--- src/rtl/dpff_pkg.sv ---
// Package for the demand paging frame manager with FIFO replacement.
// Holds the sizes, operation codes, channel structs and the controller
// command type. It has no dependencies.
package dpff_pkg;

   // Frame pool size and the widths of the fields in the channel structs.
   localparam int FRAMES  = 4;
   localparam int FRAME_W = $clog2(FRAMES);
   localparam int COUNT_W = $clog2(FRAMES + 1);
   localparam int TASK_W  = 2;
   localparam int PAGE_W  = 8;

   // Operation codes of the request channel.
   localparam logic OP_ACCESS  = 1'b0;
   localparam logic OP_RELEASE = 1'b1;

   typedef struct packed {
      logic              operation;
      logic [TASK_W-1:0] task_id;
      logic [PAGE_W-1:0] page_number;
   } req_type;

   typedef struct packed {
      logic               hit;
      logic [FRAME_W-1:0] frame_index;
      logic               evicted;
      logic [TASK_W-1:0]  evicted_task;
      logic [PAGE_W-1:0]  evicted_page;
      logic [COUNT_W-1:0] freed_count;
   } rsp_type;

   // Commands from the controller to the datapath.
   typedef struct packed {
      logic capture;
      logic execute;
   } cmd_type;

   typedef enum logic [1:0] {
      ST_IDLE = 2'b01,
      ST_EXEC = 2'b10
   } state_type;

endpackage

--- src/rtl/demand_paging_fifo_frames.sv ---
// Top level of the demand paging frame manager with FIFO replacement.
// Instantiates dpff_ctrl and dpff_datapath; depends on dpff_pkg.
//
// Usage: the request channel (req_valid, req_stall, req_payload) carries
// one item per transfer. An access item names a task and a page; a hit
// returns the frame that holds the pair. A miss takes the lowest free
// frame or, when all four frames are busy, evicts the frame loaded
// longest ago and reports its owner and page. A release item frees every
// frame of a task, drops those frames from the load order and reports how
// many were freed. Every request yields exactly one result transfer on
// the response channel (rsp_valid, rsp_stall, rsp_payload).
// Timing: a request is captured into the request register at its transfer
// and executed in the execute step, which loads the output register once it
// is free; the result is offered from that register. A new request is taken
// only after the previous one is executed, set by the controller's steps.
// The response sits in an output register; while the receiver stalls it
// holds steady, the block still takes one more request and then waits in
// the execute step until the register frees up.
// Reset (synchronous, active high) empties all frames and the load order
// and drops any pending result.
module demand_paging_fifo_frames (
   input  logic              clock,
   input  logic              reset,
   input  logic              req_valid,
   output logic              req_stall,
   input  dpff_pkg::req_type req_payload,
   output logic              rsp_valid,
   input  logic              rsp_stall,
   output dpff_pkg::rsp_type rsp_payload
);

   // Command bundle from the controller to the datapath.
   dpff_pkg::cmd_type cmd;

   // The controller sequences each request through capture and execute
   // and owns the response valid flag.
   dpff_ctrl u_ctrl (
      .clock     (clock),
      .reset     (reset),
      .req_valid (req_valid),
      .req_stall (req_stall),
      .rsp_valid (rsp_valid),
      .rsp_stall (rsp_stall),
      .cmd       (cmd)
   );

   // The datapath keeps the frame tables and forms the result.
   dpff_datapath u_datapath (
      .clock       (clock),
      .reset       (reset),
      .cmd         (cmd),
      .req_payload (req_payload),
      .rsp_payload (rsp_payload)
   );

endmodule

--- src/rtl/dpff_ctrl.sv ---
// Controller of the frame manager: a two state machine and the result
// valid flag. It issues capture and execute commands to the datapath.
// Depends on dpff_pkg.
module dpff_ctrl (
   input  logic              clock,
   input  logic              reset,
   input  logic              req_valid,
   output logic              req_stall,
   output logic              rsp_valid,
   input  logic              rsp_stall,
   output dpff_pkg::cmd_type cmd
);

   dpff_pkg::state_type state_ff, state_in;
   logic                rsp_valid_ff, rsp_valid_in;
   logic                out_free;

   // The output register can take a new result when it is empty or when
   // its present result is transferred at this edge.
   assign out_free  = !rsp_valid_ff || !rsp_stall;
   assign req_stall = (state_ff != dpff_pkg::ST_IDLE);
   assign rsp_valid = rsp_valid_ff;

   always_comb begin
      state_in    = state_ff;
      cmd.capture = 1'b0;
      cmd.execute = 1'b0;
      case (state_ff)
         dpff_pkg::ST_IDLE: begin
            if (req_valid) begin
               cmd.capture = 1'b1;
               state_in    = dpff_pkg::ST_EXEC;
            end
         end
         dpff_pkg::ST_EXEC: begin
            if (out_free) begin
               cmd.execute = 1'b1;
               state_in    = dpff_pkg::ST_IDLE;
            end
         end
         default: begin
            state_in = dpff_pkg::ST_IDLE;
         end
      endcase
   end

   always_comb begin
      if (cmd.execute) begin
         rsp_valid_in = 1'b1;
      end else if (!rsp_stall) begin
         rsp_valid_in = 1'b0;
      end else begin
         rsp_valid_in = rsp_valid_ff;
      end
   end

   always_ff @(posedge clock) begin
      if (reset) begin
         state_ff     <= dpff_pkg::ST_IDLE;
         rsp_valid_ff <= 1'b0;
      end else begin
         state_ff     <= state_in;
         rsp_valid_ff <= rsp_valid_in;
      end
   end

`ifndef SYNTHESIS
   // A capture always moves the controller to the execute state next.
   a_capture_to_exec: assert property (@(posedge clock) disable iff (reset)
      cmd.capture |=> (state_ff == dpff_pkg::ST_EXEC))
      else $error("capture not followed by execute state");

   // A new result only appears after an execute step.
   a_valid_from_exec: assert property (@(posedge clock) disable iff (reset)
      $rose(rsp_valid_ff) |-> $past(cmd.execute))
      else $error("result valid without execute");

   // The datapath never captures and executes in the same cycle.
   a_cmd_exclusive: assert property (@(posedge clock) disable iff (reset)
      !(cmd.capture && cmd.execute))
      else $error("capture and execute together");
`endif

endmodule

--- src/rtl/dpff_datapath.sv ---
// Datapath of the frame manager: request register, frame tables with a
// load rank per frame for FIFO order, lookup logic and result register.
// Depends on dpff_pkg.
module dpff_datapath (
   input  logic              clock,
   input  logic              reset,
   input  dpff_pkg::cmd_type cmd,
   input  dpff_pkg::req_type req_payload,
   output dpff_pkg::rsp_type rsp_payload
);

   localparam int FRAMES  = dpff_pkg::FRAMES;
   localparam int FRAME_W = dpff_pkg::FRAME_W;
   localparam int COUNT_W = dpff_pkg::COUNT_W;
   localparam int TASK_W  = dpff_pkg::TASK_W;
   localparam int PAGE_W  = dpff_pkg::PAGE_W;

   dpff_pkg::req_type  req_ff;
   dpff_pkg::rsp_type  rsp_ff, rsp_in;

   logic [FRAMES-1:0]  busy_ff, busy_in;
   logic [TASK_W-1:0]  owner_ff [FRAMES];
   logic [TASK_W-1:0]  owner_in [FRAMES];
   logic [PAGE_W-1:0]  page_ff  [FRAMES];
   logic [PAGE_W-1:0]  page_in  [FRAMES];
   // Position of each busy frame in load order; zero is the oldest.
   logic [FRAME_W-1:0] rank_ff  [FRAMES];
   logic [FRAME_W-1:0] rank_in  [FRAMES];

   logic [FRAMES-1:0]  match;
   logic [FRAMES-1:0]  rel;
   logic [FRAMES-1:0]  oldest;
   logic               hit_found, free_found, victim_found;
   logic [FRAME_W-1:0] hit_idx, free_idx, victim_idx;
   logic [COUNT_W-1:0] busy_cnt, freed_cnt;
   logic [COUNT_W-1:0] dec [FRAMES];

   assign rsp_payload = rsp_ff;

   // Per frame compare and lowest index searches over the four frames.
   always_comb begin
      hit_found    = 1'b0;
      free_found   = 1'b0;
      victim_found = 1'b0;
      hit_idx      = '0;
      free_idx     = '0;
      victim_idx   = '0;
      busy_cnt     = '0;
      freed_cnt    = '0;
      for (int i = 0; i < FRAMES; i++) begin
         match[i]  = busy_ff[i] && (owner_ff[i] == req_ff.task_id)
                     && (page_ff[i] == req_ff.page_number);
         rel[i]    = busy_ff[i] && (owner_ff[i] == req_ff.task_id);
         oldest[i] = busy_ff[i] && (rank_ff[i] == '0);
         busy_cnt  = busy_cnt + COUNT_W'(busy_ff[i]);
         freed_cnt = freed_cnt + COUNT_W'(rel[i]);
      end
      for (int i = FRAMES - 1; i >= 0; i--) begin
         if (match[i]) begin
            hit_found = 1'b1;
            hit_idx   = FRAME_W'(i);
         end
         if (!busy_ff[i]) begin
            free_found = 1'b1;
            free_idx   = FRAME_W'(i);
         end
         if (oldest[i]) begin
            victim_found = 1'b1;
            victim_idx   = FRAME_W'(i);
         end
      end
      // Number of released frames loaded before each frame.
      for (int i = 0; i < FRAMES; i++) begin
         dec[i] = '0;
         for (int j = 0; j < FRAMES; j++) begin
            dec[i] = dec[i] + COUNT_W'(rel[j] && (rank_ff[j] < rank_ff[i]));
         end
      end
   end

   // Table update and result for the captured request.
   always_comb begin
      busy_in = busy_ff;
      for (int i = 0; i < FRAMES; i++) begin
         owner_in[i] = owner_ff[i];
         page_in[i]  = page_ff[i];
         rank_in[i]  = rank_ff[i];
      end
      rsp_in = '0;
      if (req_ff.operation == dpff_pkg::OP_RELEASE) begin
         rsp_in.freed_count = freed_cnt;
         for (int i = 0; i < FRAMES; i++) begin
            if (rel[i]) begin
               busy_in[i]  = 1'b0;
               owner_in[i] = '0;
               page_in[i]  = '0;
            end else begin
               rank_in[i] = rank_ff[i] - dec[i][FRAME_W-1:0];
            end
         end
      end else if (hit_found) begin
         rsp_in.hit         = 1'b1;
         rsp_in.frame_index = hit_idx;
      end else if (free_found) begin
         rsp_in.frame_index  = free_idx;
         busy_in[free_idx]   = 1'b1;
         owner_in[free_idx]  = req_ff.task_id;
         page_in[free_idx]   = req_ff.page_number;
         rank_in[free_idx]   = busy_cnt[FRAME_W-1:0];
      end else if (victim_found) begin
         rsp_in.frame_index  = victim_idx;
         rsp_in.evicted      = 1'b1;
         rsp_in.evicted_task = owner_ff[victim_idx];
         rsp_in.evicted_page = page_ff[victim_idx];
         for (int i = 0; i < FRAMES; i++) begin
            rank_in[i] = rank_ff[i] - FRAME_W'(1);
         end
         owner_in[victim_idx] = req_ff.task_id;
         page_in[victim_idx]  = req_ff.page_number;
         rank_in[victim_idx]  = FRAME_W'(FRAMES - 1);
      end else begin
         // Full pool without an oldest frame: reuse frame zero silently.
         busy_in[0]  = 1'b1;
         owner_in[0] = req_ff.task_id;
         page_in[0]  = req_ff.page_number;
         rank_in[0]  = FRAME_W'(FRAMES - 1);
      end
   end

   always_ff @(posedge clock) begin
      if (cmd.capture) begin
         req_ff <= req_payload;
      end
      if (cmd.execute) begin
         rsp_ff <= rsp_in;
      end
   end

   always_ff @(posedge clock) begin
      if (reset) begin
         busy_ff <= '0;
         for (int i = 0; i < FRAMES; i++) begin
            owner_ff[i] <= '0;
            page_ff[i]  <= '0;
            rank_ff[i]  <= '0;
         end
      end else if (cmd.execute) begin
         busy_ff <= busy_in;
         for (int i = 0; i < FRAMES; i++) begin
            owner_ff[i] <= owner_in[i];
            page_ff[i]  <= page_in[i];
            rank_ff[i]  <= rank_in[i];
         end
      end
   end

`ifndef SYNTHESIS
   // With every frame busy there is always exactly one oldest frame.
   a_full_has_oldest: assert property (@(posedge clock) disable iff (reset)
      (&busy_ff) |-> $onehot(oldest))
      else $error("full pool without a unique oldest frame");

   // A hit never reports an eviction or freed frames.
   a_hit_clean: assert property (@(posedge clock) disable iff (reset)
      $past(cmd.execute) && rsp_ff.hit |-> !rsp_ff.evicted && (rsp_ff.freed_count == '0))
      else $error("hit with eviction or release data");

   // An eviction only happens when the pool was full.
   a_evict_full: assert property (@(posedge clock) disable iff (reset)
      cmd.execute && rsp_in.evicted |-> (&busy_ff))
      else $error("eviction with a free frame");
`endif

endmodule
--- config.mk ---
export PLATFORM = sky130hd
export DESIGN_NAME = demand_paging_fifo_frames
export DESIGN_NICKNAME = d
export VERILOG_FILES = /design/src/rtl/dpff_pkg.sv /design/src/rtl/demand_paging_fifo_frames.sv /design/src/rtl/dpff_ctrl.sv /design/src/rtl/dpff_datapath.sv
export SDC_FILE = /design/constraint.sdc
export NUM_CORES = 1
export LEC_CHECK = 0
export BUFFER_PORTS_ARGS = -buffer_cell sky130_fd_sc_hd__buf_4
export CAP_MARGIN = 20
export CELL_PAD_IN_SITES_DETAIL_PLACEMENT = 1
export CELL_PAD_IN_SITES_GLOBAL_PLACEMENT = 2
export CORE_MARGIN = 1
export CORE_UTILIZATION = 38
export CTS_BUF_LIST = sky130_fd_sc_hd__clkbuf_2
export DETAILED_ROUTE_END_ITERATION = 12
export PLACE_DENSITY_LB_ADDON = 0.1
export SLEW_MARGIN = 10
export SYNTH_ARGS = -nofsm -noshare
export SYNTH_HDL_FRONTEND = slang
export SYNTH_SLANG_ARGS = --single-unit
--- constraint.sdc ---
create_clock -name clock -period 3.31 [get_ports clock]
set_input_delay 0.8275 -clock clock [delete_from_list [all_inputs] [get_ports clock]]
set_output_delay 0.8275 -clock clock [all_outputs]
set_load 0.01 [all_outputs]
# Word level (Yosys, flattened, before mapping)
# Memory sizes are Yosys's and may differ from the RTL's.
# Index checks and enable logic that the tools add are counted.
# classes
add_sub_neg	26
n_lt_le_gt_ge	22
eq_ne	20
mux	105
bitwise_logic	17
reduce_logical	46
# ops
cell	n
2-to-1 mux 8 bit	17
2-to-1 mux 32 bit	3
2-to-1 mux 2 bit	36
bitwise mux 32 bit	2
demux 8 bit (select 2 bit)	2
== test 8 bit	4
< comparator 2 bit	16
logical AND 1 bit	31
2-to-1 mux 1 bit	31
bitwise mux 8 bit	3
2-to-1 mux 24 bit	1
adder 2 x 1 -> 2 bit	10
AND reduction 4 bit	4
2-to-1 mux 13 bit	1
adder 1 x 1 -> 2 bit	6
2-to-1 mux 6 bit	2
bitwise OR 1 bit	12
inequality test 2 bit, second input constant	5
demux 2 bit (select 2 bit)	2
== test 2 bit	4
logical NOT 2 bit	4
2-to-1 mux 4 bit	2
inequality test 2 x 1 -> 1 bit, second input constant	4
bitwise OR 8 bit	1
other kinds (22)	33
# word_totals
reg_bits	35
ram_bits	48
input_bits	15
word_cells	254
mem_count	3
# mem_list
memory	depth	width	rd	rd_ports_with_merged_regs	write_ports	line	source
u_datapath.page_ff	4	8	5	0	4	dpff_datapath.sv:24	logic [PAGE_W-1:0] page_ff [FRAMES];
u_datapath.owner_ff	4	2	5	0	4	dpff_datapath.sv:22	logic [TASK_W-1:0] owner_ff [FRAMES];
u_datapath.rank_ff	4	2	4	0	4	dpff_datapath.sv:27	logic [FRAME_W-1:0] rank_ff [FRAMES];

# Depth between registers and ports, before layout
# Gate-level depths: netlist (run 1).
# An unclocked memory read counts as a cell.
# depth
word_depth	18
mapped_depth	13
depth_no_buf	13

# Modules after synthesis
# From an unflattened synthesis (run 1), not the netlist that was laid out.
# unflattened
hier_cells	521
area_unflattened_um2	5480.3
# modules_own_cells
module	instances	cells_each	area_per_inst_um2	seq_area_each_um2
dpff_datapath	1	507	5352.6	2362.3
dpff_ctrl	1	14	127.6	60.1

# Least setup slack after synthesis (run 1)
# Ideal clock, no wire load.
# synth_timing
kind	register to register
start	memory u_datapath.rank_ff[1][1] (netlist bit)
end	memory u_datapath.rank_ff[2][1] (netlist bit), data pin
setup_time_ps	266
t_arrival_ps	2847
slack_ps	197
path_stages_with_launch	14
path_buffers	0
cell_sequence	edfxtp_1 inv_1 ha_1 nor2b_1 o21ai_0 nor2_1 ha_1 fa_1 inv_1 fa_1 xnor2_1 xnor2_1 a22oi_1 nor2_1
# synth_rtl
item	line
start: declaration	dpff_datapath.sv:27

==> results, run 1 <==
- The share of the Yosys chip area taken by registers is 0.4451.
- The die boundary width is 121.7 um.
- For the finished layout, the period the worst path requires is 3.189 ns.
- The total wire length is 14540 um.
- The root buffer selected by CTS is sky130_fd_sc_hd__clkbuf_2.
- The y dimension of the die is 121.7 um.
- Setup repair after global routing could not meet its margin everywhere.
- The fraction of layout cells with a size suffix above 1 is 0.2004.
- STA classifies the critical path endpoint as a register.
- The number of buffers created by CTS is 9.
- The flow ran to the end, and the final reports show no timing, DRC or antenna violations.
- The clock tree from TritonCTS is done.
- The cell area after synthesis is 5443 um2.
- The critical path's largest stage delay is roughly 0.54 ns.
- Entering global routing, the biggest net connects 41 pins.
- The global routing stage identified its most utilized layer as met1.
- The number of buffers inserted by hold repair at cts is 0.
- For the pin with the worst max-slew slack, the measured transition is 0.7956 ns.
- For the worst setup path, the data arrival time is 3.54 ns.
- The initial utilization of the core area, before any placement, comes to 0.3906.
- The period utilization is 0.9636.
- The met1 track utilization from global routing is 0.3143.
- The first global-routing pass estimated about 23000 um of wire.
- In the routed design, unresolved DRC markers number 0.
- During synthesis, Yosys emitted a total of 0 warnings.
- The post-synthesis net count is 558.
- In this run, placement finished with an instance count of roughly 720.
- The leakage power is 0.002415 uW.
- The type of the tightest min-delay check is in -> reg.
- From synthesis to final layout, the design area changed by 13.29%.
- The number of hold-slack violations in the final timing report was 0.
- Clock-pin slew was measured on the worst setup and hold paths at 0.23 ns.
- The clock sink count is 83.
- Counting flops and latches in the post-synthesis netlist gives just over 80.
- In this run the worst path has a maximum fanout of 5.
- The worst setup slack after layout is about 0.12 ns.
- Power spread over the standard cell area amounts to 328.7 nW/um2.
- The signal on the critical path passes through inv_2 -> ha_1 -> nor2b_1 -> o21ai_0 -> nor2_1 -> ha_1 -> fa_1 -> inv_1 -> fa_2 -> xnor2_2 -> xnor2_1 -> a22oi_1 -> nor2_1.
- The H-tree was split into 3 levels.
- The average instance in the mapped netlist occupies 10.69 um2.
- The floorplan step defined a core boundary enclosing 13930 um2.
- The leftover overflow at the end of global routing is 0.
- The via count of the first global-routing pass came to between 3000 and 4000.
- The headroom to the max-slew limit is 0.4676.
- The antenna violation net count after detailed routing is 0.
- The die covers 14810 um2.
- The maximum resistive drop on vdd is around 0.20 mV.
- Summing all placed instances gives a cell area of 5963 um2.
- The final RePlAce weighted congestion is 0.8250.
- In the final layout, the multi-input gates occupy 2768 um2.
- The final hold slack is approximately 0.41 ns.
- The number of rows created at floorplan is 43.
- The fill cell total of the finished layout is 1545.
- At the later pin of the worst-skew pair, clock insertion delay measures 0.59 ns.
- Buffers placed on the I/O ports in this run total 33.
- The final antenna diode count is 0.
- 34 I/O pins were placed.
- In the routed layout, each cell is associated on average with a via count of 5.422.
- The fraction of met2 tracks used by global routing is 0.3093.
- Counting distinct cell types in the post-synthesis netlist gives 54.
- The average wire length per cell after detail routing is 19.55 um.
- The post-detailed-placement half-perimeter wirelength is 11270 um.
- In this run the deepest clock path goes through 2 buffers.
- The count of nets after finishing is 608.
- The first TritonRoute pass finished after 5 iterations.
- The final cell area excluding filler cells is 6166 um2.
- Across the run, the number of max-cap violations was 0.
- The type of the worst setup path is reg -> reg.
- After the first detailed-routing iteration, the DRC count stood at 335.
- The count of pins over their slew limit is 0.
- For met3 alone, demand over resource in global routing was 0.04588.
- The initial antenna violation count is 0.
- The number of standard cells after synthesis is approximately 500.
- The post-route core utilization is 0.4425.
- OpenSTA, run right after detailed placement, puts the worst setup slack at 0.02214 ns.
- The number of failing setup endpoints in the final timing report is 0.
- The worst setup path is launched from a register.
- In the global route stage, overall resource usage came out at 0.2107.
- The filler-free cell count of the finished design is 744.
- Across the whole layout, storage elements account for approximately 2400 um2.
- For this run, the top clock speed supported by timing is 0.3135 GHz.
- The via count of the routed design is 4034.
- The clock arrives with 0.03131 ns of skew.
- The highest-delay cell along the critical path is sky130_fd_sc_hd__fa_1.
- The required arrival time at the worst endpoint is between 3 and 4 ns.
[sequential cells by signal, indices dropped and copies added, names as in the netlist]
signal / count
u_datapath.page_ff: 32
u_datapath.rsp_payload: 17
u_datapath.req_ff: 11
u_datapath.owner_ff: 8
u_datapath.rank_ff: 8
u_datapath.busy_ff: 4
u_ctrl.state_ff: 2
u_ctrl.rsp_valid: 1
[through the flow]
step / total power [uW] / TNS [ns]
2_1_floorplan: 1405 / 0
3_3_place_gp: 1475 / 0
3_5_place_dp: 1484 / 0
4_1_cts: 2050 / 0
5_1_grt: 2121 / -0.03616
6_report: 2027 / 0
[worst max-delay path: cells and delay by family, from the launching register on]
kind	cells	cell delay, ns
adder cells (fa/ha/maj)	4	1.49
XOR/XNOR	2	0.28
AND/OR/NAND/NOR	3	0.26
AO/OA/AOI/OAI	2	0.31
buffers and inverters	2	0.18
flip-flops	1	0.46
[layout make-up]
type | count | share of cell area
multi-input cells | 366 | 0.4489
repair buffers | 71 | 0.08644
well taps | 180 | 0.03653
flip-flops and latches | 83 | 0.3929
clock buffers | 9 | 0.007305
inverters | 28 | 0.01705
clock inverters | 7 | 0.01096
[worst paths after layout]
path                                 start                       end  slack, ns  cells after the start
setup / recovery  u_datapath.rank_ff[1][1]  u_datapath.rank_ff[2][1]       0.12                     13
hold / removal              req_payload[3]      u_datapath.req_ff[3]       0.41                      1
setup reg to reg  u_datapath.rank_ff[1][1]  u_datapath.rank_ff[2][1]       0.12                     13
hold reg to reg         u_ctrl.state_ff[1]          u_ctrl.rsp_valid       0.51                      2
[cells in the final DEF, fill, tap and decap left out, types with 8 or more instances in the layout]
cell type / synthesis / layout
sky130_fd_sc_hd__nand2_1: 31 / 31
sky130_fd_sc_hd__inv_1: 28 / 26
sky130_fd_sc_hd__fa_1: 9 / 8
sky130_fd_sc_hd__xnor2_1: 45 / 44
sky130_fd_sc_hd__nor2_1: 61 / 61
sky130_fd_sc_hd__a222oi_1: 10 / 10
sky130_fd_sc_hd__edfxtp_1: 76 / 76
sky130_fd_sc_hd__a21oi_1: 16 / 16
sky130_fd_sc_hd__o21ai_0: 12 / 12
sky130_fd_sc_hd__clkbuf_2: 0 / 9
sky130_fd_sc_hd__a21oi_2: 9 / 9
sky130_fd_sc_hd__buf_4: 3 / 71
sky130_fd_sc_hd__mux2i_1: 43 / 43
sky130_fd_sc_hd__ha_1: 25 / 25
sky130_fd_sc_hd__nand4_1: 11 / 11
sky130_fd_sc_hd__nor3_1: 10 / 9
[power breakdown]
| part | total [uW] | switching, uW | internal, uW |
|---|---|---|---|
| sequential | 1240 | 55.6 | 1180 |
| clock | 557 | 385 | 172 |
| combinational | 234 | 120 | 114 |
[timing repair]
item / 4_1_cts / 5_1_grt
setup buffers: 0 / 10
endpoints found under the setup margin: 0 / 2
gates resized for setup: 0 / 5
[metal layers]
metal	vias up	share of wire	wire, um
met5	-	0	0
met4	0	0.0093	135
met3	11	0.054	792
met2	96	0.43	6304
met1	1985	0.50	7311
li1	1942	-	-
[logic make-up (layout without fill, tap and decap cells)]
group,after synthesis,count (layout),share of synthesized area
compound gates,88,88,0.1175
xor+xnor,51,51,0.08483
fa+ha+maj,34,34,0.09057
buf+inv,60,115,0.04919
flops,83,83,0.4451
mux,43,43,0.07908
simple gates,150,150,0.1338
[cells in the mapped netlist (all sizes together)]
library cell   n  area share
a2111oi        1      0.0016
a211oi         4      0.0055
a21boi         1      0.0014
a21o           7      0.0097
a21oi         25       0.029
a221oi         2      0.0032
a222oi        10       0.018
a22o           2      0.0032
a22oi          5      0.0069
a311o          2      0.0037
a311oi         3      0.0048
a31oi          3      0.0034
and2           3      0.0034
and3           1      0.0012
buf           18       0.020
clkbuf        14      0.0097
dfxtp          7       0.026
edfxtp        76        0.42
fa             9       0.033
ha            25       0.057
inv           28       0.019
mux2i         43       0.079
nand2         33       0.024
nand2b         4      0.0046
nand3          9       0.012
nand4         11       0.013
nand4b         1      0.0028
nor2          62       0.043
nor2b          7      0.0080
nor3          11       0.011
nor4           2      0.0034
o211a          1      0.0018
o211ai         1      0.0014
o21a           1      0.0014
o21ai         12       0.011
o21bai         1      0.0014
o22ai          4      0.0046
o311ai         1      0.0016
o31a           1      0.0016
o32ai          1      0.0016
or2            1      0.0012
or3            5      0.0067
xnor2         47       0.078
xor2           4      0.0064
Note: power is estimated with default switching activity, not from simulation.
==> run 2: changes to the inputs <==
--- a/config.mk
+++ b/config.mk
@@ -9,9 +9,7 @@
 export CAP_MARGIN = 20
 export CELL_PAD_IN_SITES_DETAIL_PLACEMENT = 1
 export CELL_PAD_IN_SITES_GLOBAL_PLACEMENT = 2
-export CORE_MARGIN = 1
-export CORE_UTILIZATION = 38
-export CTS_BUF_LIST = sky130_fd_sc_hd__clkbuf_2
+export CORE_UTILIZATION = 37
 export DETAILED_ROUTE_END_ITERATION = 12
 export PLACE_DENSITY_LB_ADDON = 0.1
 export SLEW_MARGIN = 10
==> results, run 2 (same netlist as run 1, synthesis figures left out) <==
- Result of the run: finished, final reports clean (unchanged).
- The power per unit of standard cell area is 385.8 nW/um2 (was 328.7 nW/um2).
- The period utilization is 0.9682 (was 0.9636).
- The fill cell total of the finished layout is 1570 (was 1545).
- The register area is 2422 um2 (unchanged).
- The data arrival time of the critical path is 3.29 ns (was 3.54 ns).
- The starting utilization of the core area came to 0.3861 (was 0.3906).
- The worst slack after detailed placement is -0.02331 ns (was 0.02214 ns).
- The first-pass iteration count of the detailed router is 5 (unchanged).
- The source-to-sink clock delay at the later pin of the worst-skew pair is 0.35 ns (was 0.59 ns).
- The clock tree from TritonCTS is done (unchanged).
- The maximum number of pins on one net before global-route repair came to 41 (unchanged).
- The maximum resistive drop on vdd was 0.2778 mV (was 0.2046 mV).
- The number of hold-slack violations in the final timing report was 0 (unchanged).
- The type of the tightest min-delay check is reg -> reg (was in -> reg).
- The number of I/O pins is 34 (unchanged).
- The final hold slack is 0.4950 ns (was 0.4120 ns).
- The count of pins over their slew limit is 0 (unchanged).
- The die boundary width is 123.3 um (was 121.7 um).
- The detail-routed via count per cell is 5.423 (was 5.422).
- The final RePlAce weighted congestion is 0.8291 (was 0.8250).
- The number of buffers created by CTS is 9 (unchanged).
- The launching instance or port of the critical path is u_datapath.rank_ff[1][1] (unchanged).
- The total of max-cap violations is 0 (unchanged).
- The number of DRC violations after detailed routing came to 0 (unchanged).
- The buffer depth of the longest clock path is 2 (unchanged).
- The first-iteration detailed-routing DRC count came to 308 (was 335).
- The via count of the routed design is 4002 (was 4034).
- The number of rows created at floorplan is 43 (unchanged).
- The post-route core utilization was 0.4468 (was 0.4425).
- The required arrival time at the worst endpoint came to 3.39 ns (was 3.66 ns).
- Commonest cells after routing, fill and taps aside: sky130_fd_sc_hd__edfxtp_1, sky130_fd_sc_hd__buf_4, sky130_fd_sc_hd__nor2_1 (unchanged).
- The headroom to the max-slew limit is 0.4565 (was 0.4676).
- The leakage power is 0.002456 uW (was 0.002415 uW).
- The floorplan die area is 15200 um2 (was 14810 um2).
- The startpoint of the lowest-slack register-to-register path is u_datapath.rank_ff[1][1] (unchanged).
- The post-layout minimum cycle time is 3.205 ns (was 3.189 ns).
- The clock sink count was 83 (unchanged).
- The y dimension of the die is 123.3 um (was 121.7 um).
- The peak clock frequency supported by timing is 0.3120 GHz (was 0.3135 GHz).
- The leftover overflow at the end of global routing is 0 (unchanged).
- The worst setup slack after layout came to 0.1053 ns (was 0.1205 ns).
- The final antenna diode count is 0 (unchanged).
- The post-detailed-placement half-perimeter wirelength came to 11360 um (was 11270 um).
- The total wire length is 14720 um (was 14540 um).
- The fraction of layout cells with a size suffix above 1 is 0.1989 (was 0.2004).
- The number of port buffers came to 33 (unchanged).
- The logic depth of the worst register-to-register path is 13 (unchanged).
- The number of failing setup endpoints in the final timing report was 0 (unchanged).
- The actual slew at the worst max-slew pin came to 0.8122 ns (was 0.7956 ns).
- The count of nets after finishing is 602 (was 608).
- The type of origin of the critical path is a register (unchanged).
- The worst hold path stage count is 2 (was 1).
- The via count of the first global-routing pass came to 4044 (was 3994).
- The endpoint of the most critical register-to-register path is u_datapath.rank_ff[2][1] (unchanged).
- The layout-stage area growth over the synthesis result was 15.72% (was 13.29%).
- The root buffer selected by CTS was sky130_fd_sc_hd__clkbuf_16 (was sky130_fd_sc_hd__clkbuf_2).
- The element type at the critical path end is a register (unchanged).
- The global-route wire length before repair is 23360 um (was 23040 um).
- The critical-path maximum fanout came to 4 (was 5).
- The register with the highest flop count is u_datapath.page_ff (unchanged).
- The placed instance area came to 5963 um2 (unchanged).
- The antenna violation net count after detailed routing was 0 (unchanged).
- The most common cell after layout, fill and taps aside was sky130_fd_sc_hd__edfxtp_1 (unchanged).
- The footprint of the multi-input gates was 2781 um2 (was 2768 um2).
- The worst-case register-to-register setup slack is 0.11 ns (was 0.12 ns).
- The number of flip-flops under the largest register name is 32 (unchanged).
- The type of the worst setup path is reg -> reg (unchanged).
- The area inside the core boundary is 14100 um2 (was 13930 um2).
- The total routing resource utilization after global routing is 0.2098 (was 0.2107).
- The average wire length per cell after detail routing came to 19.95 um (was 19.55 um).
- The capturing element of the worst setup path is u_datapath.rank_ff[2][1] (unchanged).
- The CTS clock-pin slew for the worst setup and hold paths is 0.07 ns (was 0.23 ns).
- The H-tree depth is 3 (unchanged).
- The final cell area excluding filler cells is 6299 um2 (was 6166 um2).
- The initial antenna violation count came to 0 (unchanged).
- The final clock skew is 0.008092 ns (was 0.03131 ns).
run 2: layer usage:
| metal | wire length (um) | GRT usage |
|---|---|---|
| met1 | 7746 | 0.3286 |
| met2 | 6094 | 0.2950 |
| met3 | 743 | 0.03367 |
| met4 | 139 | 0.05196 |
| met5 | 0 | 0 |
run 2: repair_timing:
action,in CTS,in global routing
hold buffers,0,0
gates resized for setup,1,7
endpoints found under the setup margin,1,2
buffers inserted,2,2
pin swaps,0,0
hold endpoints to repair,0,0
run 2: how the worst min path moves through the flow:
stage | start | endpoint | slack (ns)
after global routing | u_ctrl.state_ff[1] | u_ctrl.rsp_valid | 0.53
after global placement | u_ctrl.state_ff[1] | u_ctrl.rsp_valid | 0.46
after detailed placement | u_ctrl.state_ff[1] | u_ctrl.rsp_valid | 0.49
after CTS | u_ctrl.state_ff[1] | u_ctrl.rsp_valid | 0.50
final | u_ctrl.state_ff[1] | u_ctrl.rsp_valid | 0.49
after floorplan | u_ctrl.state_ff[1] | u_ctrl.rsp_valid | 0.45
run 2: area by class of cell:
type	count	area share
clock buffer	10	0.03635
clock inverter	6	0.007549
sequential	83	0.3846
timing repair buffer	65	0.07747
multi-input combinational	366	0.4416
tap	180	0.03576
inverter	28	0.01669
run 2: metrics by stage:
step / total power [uW] / cells / setup TNS, ns
floorplan: 1405 / 509 / 0
global placement: 1476 / 718 / 0
detailed placement: 1484 / 718 / -0.02331
CTS: 2451 / 736 / 0
global route: 2528 / 738 / -0.01769
finish: 2430 / 738 / 0
run 2: where the power goes:
part | total [uW] | switching (uW) | internal (uW)
logic | 233 | 122 | 111
clock network | 963 | 446 | 517
registers | 1230 | 53.7 | 1180
run 2: worst max-delay path: stages, from the launching register on:
cell and delay, ns:
sky130_fd_sc_hd__edfxtp_1 0.40, sky130_fd_sc_hd__inv_2 0.11, sky130_fd_sc_hd__ha_1 0.24, sky130_fd_sc_hd__nor2b_1 0.15, sky130_fd_sc_hd__o21ai_0 0.16, sky130_fd_sc_hd__nor2_1 0.07, sky130_fd_sc_hd__ha_1 0.32, sky130_fd_sc_hd__fa_1 0.54
sky130_fd_sc_hd__inv_1 0.06, sky130_fd_sc_hd__fa_2 0.41, sky130_fd_sc_hd__xnor2_2 0.15, sky130_fd_sc_hd__xnor2_1 0.13, sky130_fd_sc_hd__a22oi_1 0.16, sky130_fd_sc_hd__nor2_1 0.06
